## src/hdl/assert_macros.svh

```systemverilog
// ---------------------------------------------------------------------------
// assert_macros.svh
// shared concurrent assertion macros, clocked on clk, disabled in reset
// ---------------------------------------------------------------------------
`ifndef ASSERT_MACROS_SVH
`define ASSERT_MACROS_SVH

// condition holds at every edge
`define UPD_ASSERT_ALWAYS(lbl, cond, msg) \
	lbl: assert property (@(posedge clk) disable iff (!arst_n) (cond)) else $error(msg);

// antecedent implies consequent at the same edge
`define UPD_ASSERT_IMPL(lbl, ante, cons, msg) \
	lbl: assert property (@(posedge clk) disable iff (!arst_n) (ante) |-> (cons)) \
		else $error(msg);

// antecedent implies consequent at the next edge
`define UPD_ASSERT_NEXT(lbl, ante, cons, msg) \
	lbl: assert property (@(posedge clk) disable iff (!arst_n) (ante) |=> (cons)) \
		else $error(msg);

`endif

```

## src/hdl/upd_pkg.sv

```systemverilog
// ---------------------------------------------------------------------------
// upd_pkg
// shared types, character codes and parse modes of the parameter decoder
// ---------------------------------------------------------------------------
package upd_pkg;

	localparam int unsigned BYTE_W = 8;
	localparam int unsigned MODE_W = 3;
	localparam int unsigned NIB_W  = 4;

	// parse modes
	localparam logic [MODE_W-1:0] MODE_BETWEEN = 3'd0;
	localparam logic [MODE_W-1:0] MODE_KEY     = 3'd1;
	localparam logic [MODE_W-1:0] MODE_VALUE   = 3'd2;
	localparam logic [MODE_W-1:0] MODE_HEX_HI  = 3'd3;
	localparam logic [MODE_W-1:0] MODE_HEX_LO  = 3'd4;
	localparam logic [MODE_W-1:0] MODE_SKIP    = 3'd5;

	// special characters
	localparam logic [BYTE_W-1:0] CH_EQ   = 8'h3D; // '='
	localparam logic [BYTE_W-1:0] CH_AMP  = 8'h26; // '&'
	localparam logic [BYTE_W-1:0] CH_SEMI = 8'h3B; // ';'
	localparam logic [BYTE_W-1:0] CH_PCT  = 8'h25; // '%'

	typedef struct packed {
		logic              vld;
		logic [BYTE_W-1:0] data;
		logic              last;
	} upd_item_t;

	typedef struct packed {
		logic              out_valid;
		logic [BYTE_W-1:0] out_byte;
		logic              out_in_value;
		logic              pair_end;
		logic              pair_has_value;
		logic              error_flag;
		logic              done_res;
	} upd_res_t;

	function automatic logic is_delim(input logic [BYTE_W-1:0] c);
		return (c == CH_AMP) || (c == CH_SEMI);
	endfunction

	// {not hex, digit value}
	function automatic logic [NIB_W:0] hex_val(input logic [BYTE_W-1:0] c);
		logic [NIB_W:0] r;
		r = {1'b1, {NIB_W{1'b0}}};
		if (c >= 8'h30 && c <= 8'h39) begin
			r = {1'b0, c[3:0]};
		end else if ((c >= 8'h61 && c <= 8'h66) || (c >= 8'h41 && c <= 8'h46)) begin
			r = {1'b0, c[3:0] + 4'd9};
		end
		return r;
	endfunction

endpackage

```

## src/hdl/url_param_list_decoder.sv

```systemverilog
// ---------------------------------------------------------------------------
// url_param_list_decoder
// streaming percent-decoder for key=value lists separated by '&' or ';'
// ---------------------------------------------------------------------------
//
//  channel  handshake              payload
//  -------  ---------------------  ------------------------------------------
//  in       in_valid / in_stall    in_byte, in_last
//  result   res_valid / res_stall  out_valid, out_byte, out_in_value,
//                                  pair_end, pair_has_value, error_flag,
//                                  done_res
//
//  one result beat per input beat, one beat per cycle sustained while res_stall is low
//  path: input register, decode, result register
//  parse state advances only when a beat moves into the result register
//  in_stall rises only while the input register is full and the result
//  register is held by res_stall
//  arst_n clears valids and the parse state; payload registers are not reset
//
`include "assert_macros.svh"

module url_param_list_decoder import upd_pkg::*; (
	input  logic              clk,
	input  logic              arst_n,
	// input channel
	input  logic              in_valid,
	output logic              in_stall,
	input  logic [BYTE_W-1:0] in_byte,
	input  logic              in_last,
	// result channel
	output logic              res_valid,
	input  logic              res_stall,
	output logic              out_valid,
	output logic [BYTE_W-1:0] out_byte,
	output logic              out_in_value,
	output logic              pair_end,
	output logic              pair_has_value,
	output logic              error_flag,
	output logic              done_res
);

	upd_item_t item;
	upd_res_t  res_d;
	upd_res_t  res_s2;
	logic      vld_s2;
	logic      adv;     // result register free or being drained
	logic      fire;    // held input beat moves into the result register

	assign adv  = !vld_s2 || !res_stall;
	assign fire = item.vld && adv;

	upd_in_stage u_in (
		.clk      (clk),
		.arst_n   (arst_n),
		.in_valid (in_valid),
		.in_stall (in_stall),
		.in_byte  (in_byte),
		.in_last  (in_last),
		.adv      (adv),
		.item     (item)
	);

	upd_decode u_dec (
		.clk    (clk),
		.arst_n (arst_n),
		.item   (item),
		.fire   (fire),
		.res    (res_d)
	);

	// result register
	always_ff @(posedge clk or negedge arst_n) begin
		if (!arst_n) begin
			vld_s2 <= 1'b0;
		end else if (adv) begin
			vld_s2 <= item.vld;
		end
	end

	always_ff @(posedge clk) begin
		if (fire) begin
			res_s2 <= res_d;
		end
	end

	assign res_valid      = vld_s2;
	assign out_valid      = res_s2.out_valid;
	assign out_byte       = res_s2.out_byte;
	assign out_in_value   = res_s2.out_in_value;
	assign pair_end       = res_s2.pair_end;
	assign pair_has_value = res_s2.pair_has_value;
	assign error_flag     = res_s2.error_flag;
	assign done_res       = res_s2.done_res;

	// backpressure only ever comes from a held result beat
	`UPD_ASSERT_IMPL(a_stall_cause, in_stall, res_valid && res_stall,
		"input stalled without result backpressure")
	// has-value is only reported with a pair close
	`UPD_ASSERT_IMPL(a_phv_with_end, res_valid && pair_has_value, pair_end,
		"pair_has_value without pair_end")
	// key/value tag only with a decoded byte
	`UPD_ASSERT_IMPL(a_tag_with_byte, res_valid && out_in_value, out_valid,
		"out_in_value without out_valid")

endmodule

```

## src/hdl/upd_in_stage.sv

```systemverilog
// ---------------------------------------------------------------------------
// upd_in_stage
// input register: captures one encoded byte beat ahead of the decoder
// ---------------------------------------------------------------------------
module upd_in_stage import upd_pkg::*; (
	input  logic              clk,
	input  logic              arst_n,
	input  logic              in_valid,
	output logic              in_stall,
	input  logic [BYTE_W-1:0] in_byte,
	input  logic              in_last,
	input  logic              adv,      // downstream takes the held beat
	output upd_item_t         item
);

	logic              vld_s1;
	logic [BYTE_W-1:0] byte_s1;
	logic              last_s1;
	logic              take;

	assign in_stall = vld_s1 && !adv;
	assign take     = in_valid && !in_stall;

	always_ff @(posedge clk or negedge arst_n) begin
		if (!arst_n) begin
			vld_s1 <= 1'b0;
		end else if (take) begin
			vld_s1 <= 1'b1;
		end else if (adv) begin
			vld_s1 <= 1'b0;
		end
	end

	always_ff @(posedge clk) begin
		if (take) begin
			byte_s1 <= in_byte;
			last_s1 <= in_last;
		end
	end

	assign item = '{vld: vld_s1, data: byte_s1, last: last_s1};

endmodule

```

## src/hdl/upd_decode.sv

```systemverilog
// ---------------------------------------------------------------------------
// upd_decode
// parse state and single-pass decode of one byte into one result
// ---------------------------------------------------------------------------
`include "assert_macros.svh"

module upd_decode import upd_pkg::*; (
	input  logic      clk,
	input  logic      arst_n,
	input  upd_item_t item,
	input  logic      fire,     // item leaves for the result register
	output upd_res_t  res
);

	logic [MODE_W-1:0] mode_q,  mode_d;
	logic [NIB_W-1:0]  nib_q,   nib_d;
	logic              inval_q, inval_d;
	logic              open_q,  open_d;
	logic              err_q,   err_d;

	logic              emit, close, fail;
	logic [NIB_W:0]    hv;
	logic [BYTE_W-1:0] ch;

	always_comb begin
		mode_d  = mode_q;
		nib_d   = nib_q;
		inval_d = inval_q;
		open_d  = open_q;
		err_d   = err_q;
		emit    = 1'b0;
		close   = 1'b0;
		fail    = 1'b0;
		ch      = item.data;
		hv      = hex_val(item.data);
		res     = '0;

		case (mode_q)
			MODE_BETWEEN: begin
				if (is_delim(item.data)) begin
					// leading or repeated delimiter
				end else if (item.data == CH_EQ) begin
					fail = 1'b1;
				end else begin
					open_d  = 1'b1;
					inval_d = 1'b0;
					if (item.data == CH_PCT) begin
						mode_d = MODE_HEX_HI;
					end else begin
						mode_d = MODE_KEY;
						emit   = 1'b1;
					end
				end
			end
			MODE_KEY: begin
				if (is_delim(item.data)) begin
					close = 1'b1;
				end else if (item.data == CH_EQ) begin
					inval_d = 1'b1;
					mode_d  = MODE_VALUE;
				end else if (item.data == CH_PCT) begin
					mode_d = MODE_HEX_HI;
				end else begin
					emit = 1'b1;
				end
			end
			MODE_VALUE: begin
				if (is_delim(item.data)) begin
					close = 1'b1;
				end else if (item.data == CH_PCT) begin
					mode_d = MODE_HEX_HI;
				end else begin
					emit = 1'b1;
				end
			end
			MODE_HEX_HI: begin
				if (hv[NIB_W]) begin
					fail = 1'b1;
				end else begin
					nib_d  = hv[NIB_W-1:0];
					mode_d = MODE_HEX_LO;
				end
			end
			MODE_HEX_LO: begin
				if (hv[NIB_W]) begin
					fail = 1'b1;
				end else begin
					ch     = {nib_q, hv[NIB_W-1:0]};
					emit   = 1'b1;
					mode_d = inval_q ? MODE_VALUE : MODE_KEY;
				end
			end
			default: begin
				// skipping after error
			end
		endcase

		if (emit) begin
			res.out_valid    = 1'b1;
			res.out_byte     = ch;
			res.out_in_value = inval_d;
		end
		if (close) begin
			res.pair_end       = 1'b1;
			res.pair_has_value = inval_d;
			mode_d  = MODE_BETWEEN;
			open_d  = 1'b0;
			inval_d = 1'b0;
		end
		if (fail) begin
			err_d  = 1'b1;
			mode_d = MODE_SKIP;
			open_d = 1'b0;
		end

		if (item.last) begin
			if (mode_d == MODE_KEY || mode_d == MODE_VALUE) begin
				res.pair_end       = 1'b1;
				res.pair_has_value = inval_d;
			end else if (mode_d == MODE_HEX_HI || mode_d == MODE_HEX_LO) begin
				// escape cut short by end of string
				err_d = 1'b1;
			end
			res.done_res = 1'b1;
		end
		res.error_flag = err_d;

		if (item.last) begin
			mode_d  = MODE_BETWEEN;
			nib_d   = '0;
			inval_d = 1'b0;
			open_d  = 1'b0;
			err_d   = 1'b0;
		end
	end

	always_ff @(posedge clk or negedge arst_n) begin
		if (!arst_n) begin
			mode_q  <= MODE_BETWEEN;
			nib_q   <= '0;
			inval_q <= 1'b0;
			open_q  <= 1'b0;
			err_q   <= 1'b0;
		end else if (fire) begin
			mode_q  <= mode_d;
			nib_q   <= nib_d;
			inval_q <= inval_d;
			open_q  <= open_d;
			err_q   <= err_d;
		end
	end

	`UPD_ASSERT_NEXT(a_last_resets, fire && item.last,
		mode_q == MODE_BETWEEN && !err_q && !open_q, "state not cleared after last beat")
	`UPD_ASSERT_IMPL(a_escape_in_pair, mode_q == MODE_HEX_HI || mode_q == MODE_HEX_LO,
		open_q, "escape pending outside an open pair")
	// a failed value keeps its flag while skipping, so skip mode is left out
	`UPD_ASSERT_IMPL(a_value_in_pair, inval_q && mode_q != MODE_SKIP, open_q,
		"value flag set with no open pair")

endmodule

```

## config.mk

```make
export PLATFORM = sky130hd
export DESIGN_NAME = url_param_list_decoder
export DESIGN_NICKNAME = d
export VERILOG_FILES = /design/src/hdl/upd_pkg.sv /design/src/hdl/url_param_list_decoder.sv /design/src/hdl/upd_in_stage.sv /design/src/hdl/upd_decode.sv
export VERILOG_INCLUDE_DIRS = /design/src /design/src/hdl
export SDC_FILE = /design/constraint.sdc
export NUM_CORES = 1
export LEC_CHECK = 0
export ABC_AREA = 1
export BUFFER_PORTS_ARGS = -buffer_cell sky130_fd_sc_hd__buf_4
export CAP_MARGIN = 20
export CORE_MARGIN = 2
export CORE_UTILIZATION = 35
export CTS_CLUSTER_DIAMETER = 80
export CTS_CLUSTER_SIZE = 16
export DETAILED_ROUTE_END_ITERATION = 12
export PLACE_DENSITY = 0.65
export SYNTH_ARGS = -nofsm -noshare
export SYNTH_HDL_FRONTEND = slang
export SYNTH_HIERARCHICAL = 1
export SYNTH_SLANG_ARGS = --single-unit
```

## constraint.sdc

```tcl
create_clock -name clk -period 5.9 [get_ports clk]
set_clock_uncertainty 0.15 [all_clocks]
set_input_delay 1.18 -clock clk [delete_from_list [all_inputs] [get_ports clk]]
set_output_delay 1.18 -clock clk [all_outputs]
set_load 0.005 [all_outputs]
```

# After elaboration in Yosys (flattened, before gate mapping)

Cells that the tools add are included.

Reduce and logical (&&, ||, !) cells: 22
Eq/ne operators: 13
Shift operators: 0
Bitwise logic cells: 0
$lt $le $gt $ge: 6
Multipliers: 0
Add/subtract/negate cells: 1
Muxes and demuxes: 52
Divide/modulo/power cells: 0

Operators by type and width:

| operator                                            | count |
|---|---|
| two-way mux 3 bit                                   | 11 |
| equality test 8 x 6 -> 1 bit, second input constant | 4 |
| two-way mux 1 bit                                   | 24 |
| >= comparator 8 x 7 -> 1 bit, second input constant | 2 |
| <= comparator 8 x 7 -> 1 bit, second input constant | 2 |
| two-way mux 8 bit                                   | 2 |
| case mux 3 bit (5 select lines)                     | 1 |
| equality test 3 x 2 -> 1 bit, second input constant | 4 |
| two-way mux 4 bit                                   | 3 |
| two-way mux 10 bit                                  | 1 |
| two-way mux 2 bit                                   | 5 |
| two-way mux 5 bit                                   | 2 |
| >= comparator 8 x 6 -> 1 bit, second input constant | 1 |
| <= comparator 8 x 6 -> 1 bit, second input constant | 1 |
| equality test 3 x 1 -> 1 bit, second input constant | 2 |
| equality test 3 bit, second input constant          | 2 |
| logical AND 1 bit                                   | 6 |
| OR reduction 2 bit                                  | 3 |
| logical OR 1 bit                                    | 5 |
| adder 4 bit, second input constant                  | 1 |
| logical NOT 1 bit                                   | 4 |
| case mux 1 bit (2 select lines)                     | 2 |
| nonzero test 2 bit                                  | 2 |
| logical NOT 3 bit                                   | 1 |
| other kinds (3)                                     | 3 |

Logic and storage cells: 109
Flip-flop bits (word level): 34
Memory bits (writable): 0
Memories kept: 0
Output and inout bits: 16
Input bits: 13
Memory bits (read-only): 0
Bits in latches: 0

# Logic depth before layout (Yosys ltp)

Word-level depth: 15
Mapped depth: 18
Depth with buffers taken out: 18

# Hierarchy

The synthesis kept the hierarchy.

Modules (own cells, without submodules):

| module                 | area an instance (um^2) | cells an instance | instances |
|---|---|---|---|
| upd_decode             | 1171.1                  | 191               | 1 |
| url_param_list_decoder | 461.7                   | 19                | 1 |
| upd_in_stage           | 342.8                   | 18                | 1 |

# Worst setup path before layout

OpenSTA, ideal clock, no wires.

Path type: input to register
From: input port res_stall
To: register u_dec.inval_q
Path buffers: 0
Arrival: 2.729 ns
Stages: 3
Required time: 5.649 ns
Path slack: 2.920 ns
Cell sequence: a21oi_1 > nand2_1 > o32ai_1

Cells in the longest elaborated chain, start to end: 3

Ends and longest elaborated chain:

| item                 | RTL line                     | source |
|---|---|---|
| from (decl)          | url_param_list_decoder.sv:32 | `input logic res_stall,` |
| logical NOT 1 bit    | url_param_list_decoder.sv:49 | `assign adv = !vld_s2 \|\| !res_stall;` |
| logical OR 1 bit     | url_param_list_decoder.sv:49 |  |
| logical AND 1 bit    | url_param_list_decoder.sv:50 | `assign fire = item.vld && adv;` |
| to (signal assigned) | upd_decode.sv:147            | `inval_q <= inval_d;` |
| to (decl)            | upd_decode.sv:17             | `logic inval_q, inval_d;` |

Every way passes these cells.
A chain may end at the register's enable or synchronous reset.

# Worst setup path in the final report

From: input port res_stall
To: output port in_stall

Cells in the longest elaborated chain, start to end: 4

Ends and longest elaborated chain:

| item              | RTL line                     | source |
|---|---|---|
| logical NOT 1 bit | url_param_list_decoder.sv:49 |  |
| logical OR 1 bit  | url_param_list_decoder.sv:49 |  |
| named net adv     | url_param_list_decoder.sv:46 | `logic adv;` |
| logical NOT 1 bit | upd_in_stage.sv:21           | `assign in_stall = vld_s1 && !adv;` |
| logical AND 1 bit | upd_in_stage.sv:21           |  |
| to (decl)         | url_param_list_decoder.sv:27 | `output logic in_stall,` |

The timed path passes the listed nets, and every way through them passes these cells.

==> impl.org <==
** Outcome
- The flow ran to the end, and the final reports show no timing, DRC or antenna violations.

** Logic synthesis
- Leading post-synthesis cells by cell area :: sky130_fd_sc_hd__edfxtp_1 35%, sky130_fd_sc_hd__dfrtp_1 14%, sky130_fd_sc_hd__nand2_1 9.3%
- In the synthesized netlist, the number of instances is 228.
- The synthesized design spends more area on one cell type than any other, namely sky130_fd_sc_hd__edfxtp_1.
- After synthesis the cells add up to 1976 µm².
- Share of Yosys cell area claimed by the top area cell type :: 0.3496
- After synthesis, the mean cell area works out to 8.665 µm².
- Yosys printed 6 warnings.
- Synthesis inferred 34 register bits.
- Synthesized net count :: 245
- Synthesis instantiated 33 different standard cells from the library.
- Of the synthesized area, sequential elements account for 0.4889.

** Power and ir drop
- Leak Pwr :: 1.132 nW
- The analysis attributes to net switching a power of between 0.15 and 0.2 mW.
- For this design the ratio of total power to cell area is 259.0 nW/µm².
- Share of power burned in combinational logic :: 0.221
- Post-layout power :: 0.6100 mW
- Of the total power, the clock network draws 0.291.
- Of the total power, the share spent switching nets is 0.2932.
- Portion of total power attributed to sequential cells :: 0.488
- Max VDD drop :: 0.1388 mV
- Cell internal power was estimated by the tool at about 0.43 mW.

** Critical path
- Destination of the worst register-to-register timing path :: pair_end
- Cells traversed along the worst timing path :: buf_4 -> nand2_1 -> nor2_1 -> buf_4
- The startpoint identified for the worst register-to-register timing path is u_in/byte_s1[1].
- Peak per-stage delay on the critical path :: 130 ps
- The worst register-to-register path has a setup slack of 3240 ps.
- Type of element launching the critical path :: input pin
- Along the worst path, the maximum fanout reaches 4.
- Worst Reg2Reg Path Length in Cells :: 15
- Data on the critical path arrives at its endpoint at around 1600 ps.
- Kind of critical path :: in2out
- Library cell appearing most often on the critical path :: sky130_fd_sc_hd__buf_4
- Crit path capture type :: output pin
- Master of the slowest instance on the critical path :: sky130_fd_sc_hd__nand2_1
- Data on the critical path is required at its endpoint by 4570 ps.

** Clock network
- Setup fix buffers added after clock tree synthesis :: 0
- Number of buffers added to fix hold violations after cts :: 0
- Root Buffer Master :: sky130_fd_sc_hd__clkbuf_8
- In this run the number of H-tree levels came out at 2.
- After clock tree synthesis, the clock-pin slew on the worst setup and hold paths is 70 ps.
- No sink is reached through more buffers than the 2 on the longest clock path.
- Inserted Clock Buffers :: 5
- Clock tree from TritonCTS :: built
- Gates resized during post-CTS repair numbered 0.
- Number of clock sinks seen by CTS :: 34
- The clock reaches the later pin of the worst-skew pair after a little under 300 ps.

** Hold path
- Cell depth of the worst min-delay path :: 2
- The worst hold path belongs to the class reg2reg.
- Hold path start :: u_dec/err_q
- Capture endpoint of the worst hold path :: u_dec/err_q

** Timing
- At the pin with the least slew margin, the transition time is 491.6 ps.
- The worst path in the final design needs a cycle of 2956 ps, including I/O delays and setup.
- Worst setup slack after layout :: 2944 ps
- Setup repair after global routing left no endpoint under its margin.
- Highest achievable clock rate :: 338.3 MHz
- Setup violations remaining at the end of the flow were counted as 0.
- Max-slew violation count :: 0
- Adding up every negative setup slack in the final design gives 0 ps.
- Final critical-path share of the clock period :: 0.5011
- Across all hold checks on the routed design, the worst slack comes to 358.3 ps.
- The number of hold violations in the final report came to 0.
- In this run the tightest slew margin relative to its limit is 0.6722.

** Job
- The tool flagged a number of max-cap violations equal to 0.

** Placement
- Timing analysis after detailed placement gives a worst setup slack of 2790 ps.
- Total of buffers placed on input and output ports :: 28
- Detailed placement ended at an HPWL of 3072 µm.
- Final estimated routing congestion in global placement :: 0.8856
- Once placement finished, the instance area stood at 2245 µm².
- Cell total after placement :: 323

** Detailed routing
- The final layout contains routed wiring with a total length of 3922 µm.
- Count of unresolved DRC violations after routing :: 0
- The first TritonRoute pass finished after 5 iterations.
- Detail Route Antenna Nets :: 0
- Detailed routing inserted a total of 1550 vias.
- After the first detailed-routing iteration, the DRC count stood at 127.
- In the routed layout, each cell is associated on average with a via count of 4.669.
- Average routed wire per standard cell :: 11.81 µm

** Final layout
- The area growth from synthesis to layout is 19.19%.
- In the final design database the tool counted 276 nets.
- Antenna cell count :: 0
- Total of fill cells in the finished design :: approximately 580
- Area of all placed cells without fillers :: 2355 µm²
- Registers take ~970 µm².
- Of the cells placed in the final design, the portion with a size suffix greater than 1 is 0.2846.
- The multi-input combinational cells in the finished layout cover a total of 827.0 µm².
- Excluding fillers, the count of instances in the completed layout stands at between 300 and 400.
- At the end of the flow the core is filled with cells to 0.4303.

** Floorplanning
- Initial core utilization :: 0.3610
- From bottom edge to top edge, the die measures 79.13 µm.
- Full die area :: 6262 µm²
- Row generation in the floorplan step produced 27 rows.
- Die Span X :: 79.13 µm
- After floorplanning, the core was sized to cover 5473 µm².
- Top-level I/O count :: 29

** Global routing
- The via count of the first global-routing pass was 1507.
- For this run, the total global-route usage over all layers was measured as 0.1394.
- The first global-routing pass estimated 6824 µm of wire.
- Largest net degree at the start of global routing :: 22
- The number of antenna violations at the first check in global routing came to 0.
- Summed over all layers, the global routing overflow is 0.
## worst max path at each step
stage               startpoint            end  slack (ps)  depth (start not counted)
finish               res_stall       in_stall        2940                          4
global route         res_stall       in_stall        2900                          4
CTS                  res_stall       in_stall        2940                          4
detailed placement   res_stall  u_dec/inval_q        2790                          4
global placement     res_stall  u_dec/inval_q        2910                          4
floorplan            res_stall  u_dec/inval_q        2920                          3
## cells in the final DEF, fill, tap and decap left out, types with 2 or more instances in the layout
cell	synthesis	routed
sky130_fd_sc_hd__nand3_1	16	16
sky130_fd_sc_hd__nor2_2	7	7
sky130_fd_sc_hd__o22ai_1	3	3
sky130_fd_sc_hd__dfrtp_1	11	11
sky130_fd_sc_hd__clkbuf_8	0	6
sky130_fd_sc_hd__nand2_1	49	49
sky130_fd_sc_hd__nand2_4	4	4
sky130_fd_sc_hd__o21ai_2	4	4
sky130_fd_sc_hd__buf_4	4	28
sky130_fd_sc_hd__a21oi_2	1	2
sky130_fd_sc_hd__ha_1	4	4
sky130_fd_sc_hd__o21ai_0	10	10
sky130_fd_sc_hd__xor2_1	2	2
sky130_fd_sc_hd__inv_2	7	7
sky130_fd_sc_hd__inv_1	32	32
sky130_fd_sc_hd__nor3_1	2	2
sky130_fd_sc_hd__nor2_4	2	2
sky130_fd_sc_hd__nor2_1	17	17
sky130_fd_sc_hd__clkinv_2	1	2
sky130_fd_sc_hd__nand2_2	7	7
sky130_fd_sc_hd__edfxtp_1	23	23
sky130_fd_sc_hd__a21oi_1	10	9
## flip-flops by register name, indices dropped and copies added (netlist names)
register        cells
u_in/last_s1        1
u_dec/inval_q       1
error_flag          1
u_in/vld_s1         1
res_valid           1
out_byte            8
done_res            1
u_dec/nib_q         4
u_dec/mode_q        3
out_in_value        1
u_dec/err_q         1
u_in/byte_s1        8
pair_has_value      1
out_valid           1
pair_end            1
## kinds of logic (layout without fill, tap and decap cells)
logic type / count (synthesis) / count (layout) / share of synthesized area
DFF: 34 / 34 / 0.4889
AOI/OAI and AO/OA: 35 / 35 / 0.1134
and+or+nand+nor: 108 / 108 / 0.2692
buffers and inverters: 45 / 77 / 0.09436
xor gates and xnor gates: 2 / 2 / 0.008868
adders and majority gates: 4 / 4 / 0.02533
## synthesized netlist by cell type
master / count
sky130_fd_sc_hd__nand2_1: 49
sky130_fd_sc_hd__inv_1: 32
sky130_fd_sc_hd__edfxtp_1: 23
sky130_fd_sc_hd__nor2_1: 17
sky130_fd_sc_hd__nand3_1: 16
sky130_fd_sc_hd__dfrtp_1: 11
sky130_fd_sc_hd__a21oi_1: 10
sky130_fd_sc_hd__o21ai_0: 10
sky130_fd_sc_hd__inv_2: 7
sky130_fd_sc_hd__nand2_2: 7
sky130_fd_sc_hd__nor2_2: 7
sky130_fd_sc_hd__buf_4: 4
sky130_fd_sc_hd__ha_1: 4
sky130_fd_sc_hd__nand2_4: 4
sky130_fd_sc_hd__o21ai_2: 4
sky130_fd_sc_hd__o22ai_1: 3
sky130_fd_sc_hd__nor2_4: 2
sky130_fd_sc_hd__nor3_1: 2
sky130_fd_sc_hd__xor2_1: 2
sky130_fd_sc_hd__a211oi_1: 1
sky130_fd_sc_hd__a21oi_2: 1
sky130_fd_sc_hd__a31oi_1: 1
sky130_fd_sc_hd__a32o_1: 1
sky130_fd_sc_hd__buf_2: 1
sky130_fd_sc_hd__clkinv_2: 1
sky130_fd_sc_hd__nand4_1: 1
sky130_fd_sc_hd__nor3_2: 1
sky130_fd_sc_hd__nor3_4: 1
sky130_fd_sc_hd__o211ai_1: 1
sky130_fd_sc_hd__o21ai_1: 1
sky130_fd_sc_hd__o32ai_1: 1
sky130_fd_sc_hd__o41ai_2: 1
sky130_fd_sc_hd__or2_1: 1
## worst max-delay path: cells and delay by family
family        cells  cell delay (ps)
simple gates      2              200
buf+inv           2              240
## layer usage
| metal | routed length [µm] | track usage | part of all wire | vias up |
|---|---|---|---|---|
| met5 | 0 | 0 | 0 | - |
| met1 | 1778 | 0.1722 | 0.45 | 685 |
| met2 | 1831 | 0.2305 | 0.47 | 52 |
| met3 | 213 | 0.03068 | 0.054 | 11 |
| met4 | 98 | 0.06724 | 0.025 | 0 |
| li1 | - | - | - | 802 |
## power groups by stage
stage | Clock, mW | Sequential [mW] | Combinational [mW]
after floorplan | 0 | 0.301 | 0.0918
after global placement | 0 | 0.302 | 0.130
after detailed placement | 0 | 0.303 | 0.133
after CTS | 0.185 | 0.298 | 0.133
after global routing | 0.197 | 0.301 | 0.151
final | 0.178 | 0.298 | 0.135
## area by class of cell
type	instances	area share
Clock buffer	6	0.03507
Clock inverter	2	0.005313
Inverter	40	0.06429
Multi-Input combinational cell	149	0.3512
Sequential cell	34	0.4102
Tap cell	72	0.03826
Timing Repair Buffer	29	0.09564
(Power assumes the default switching activity.)
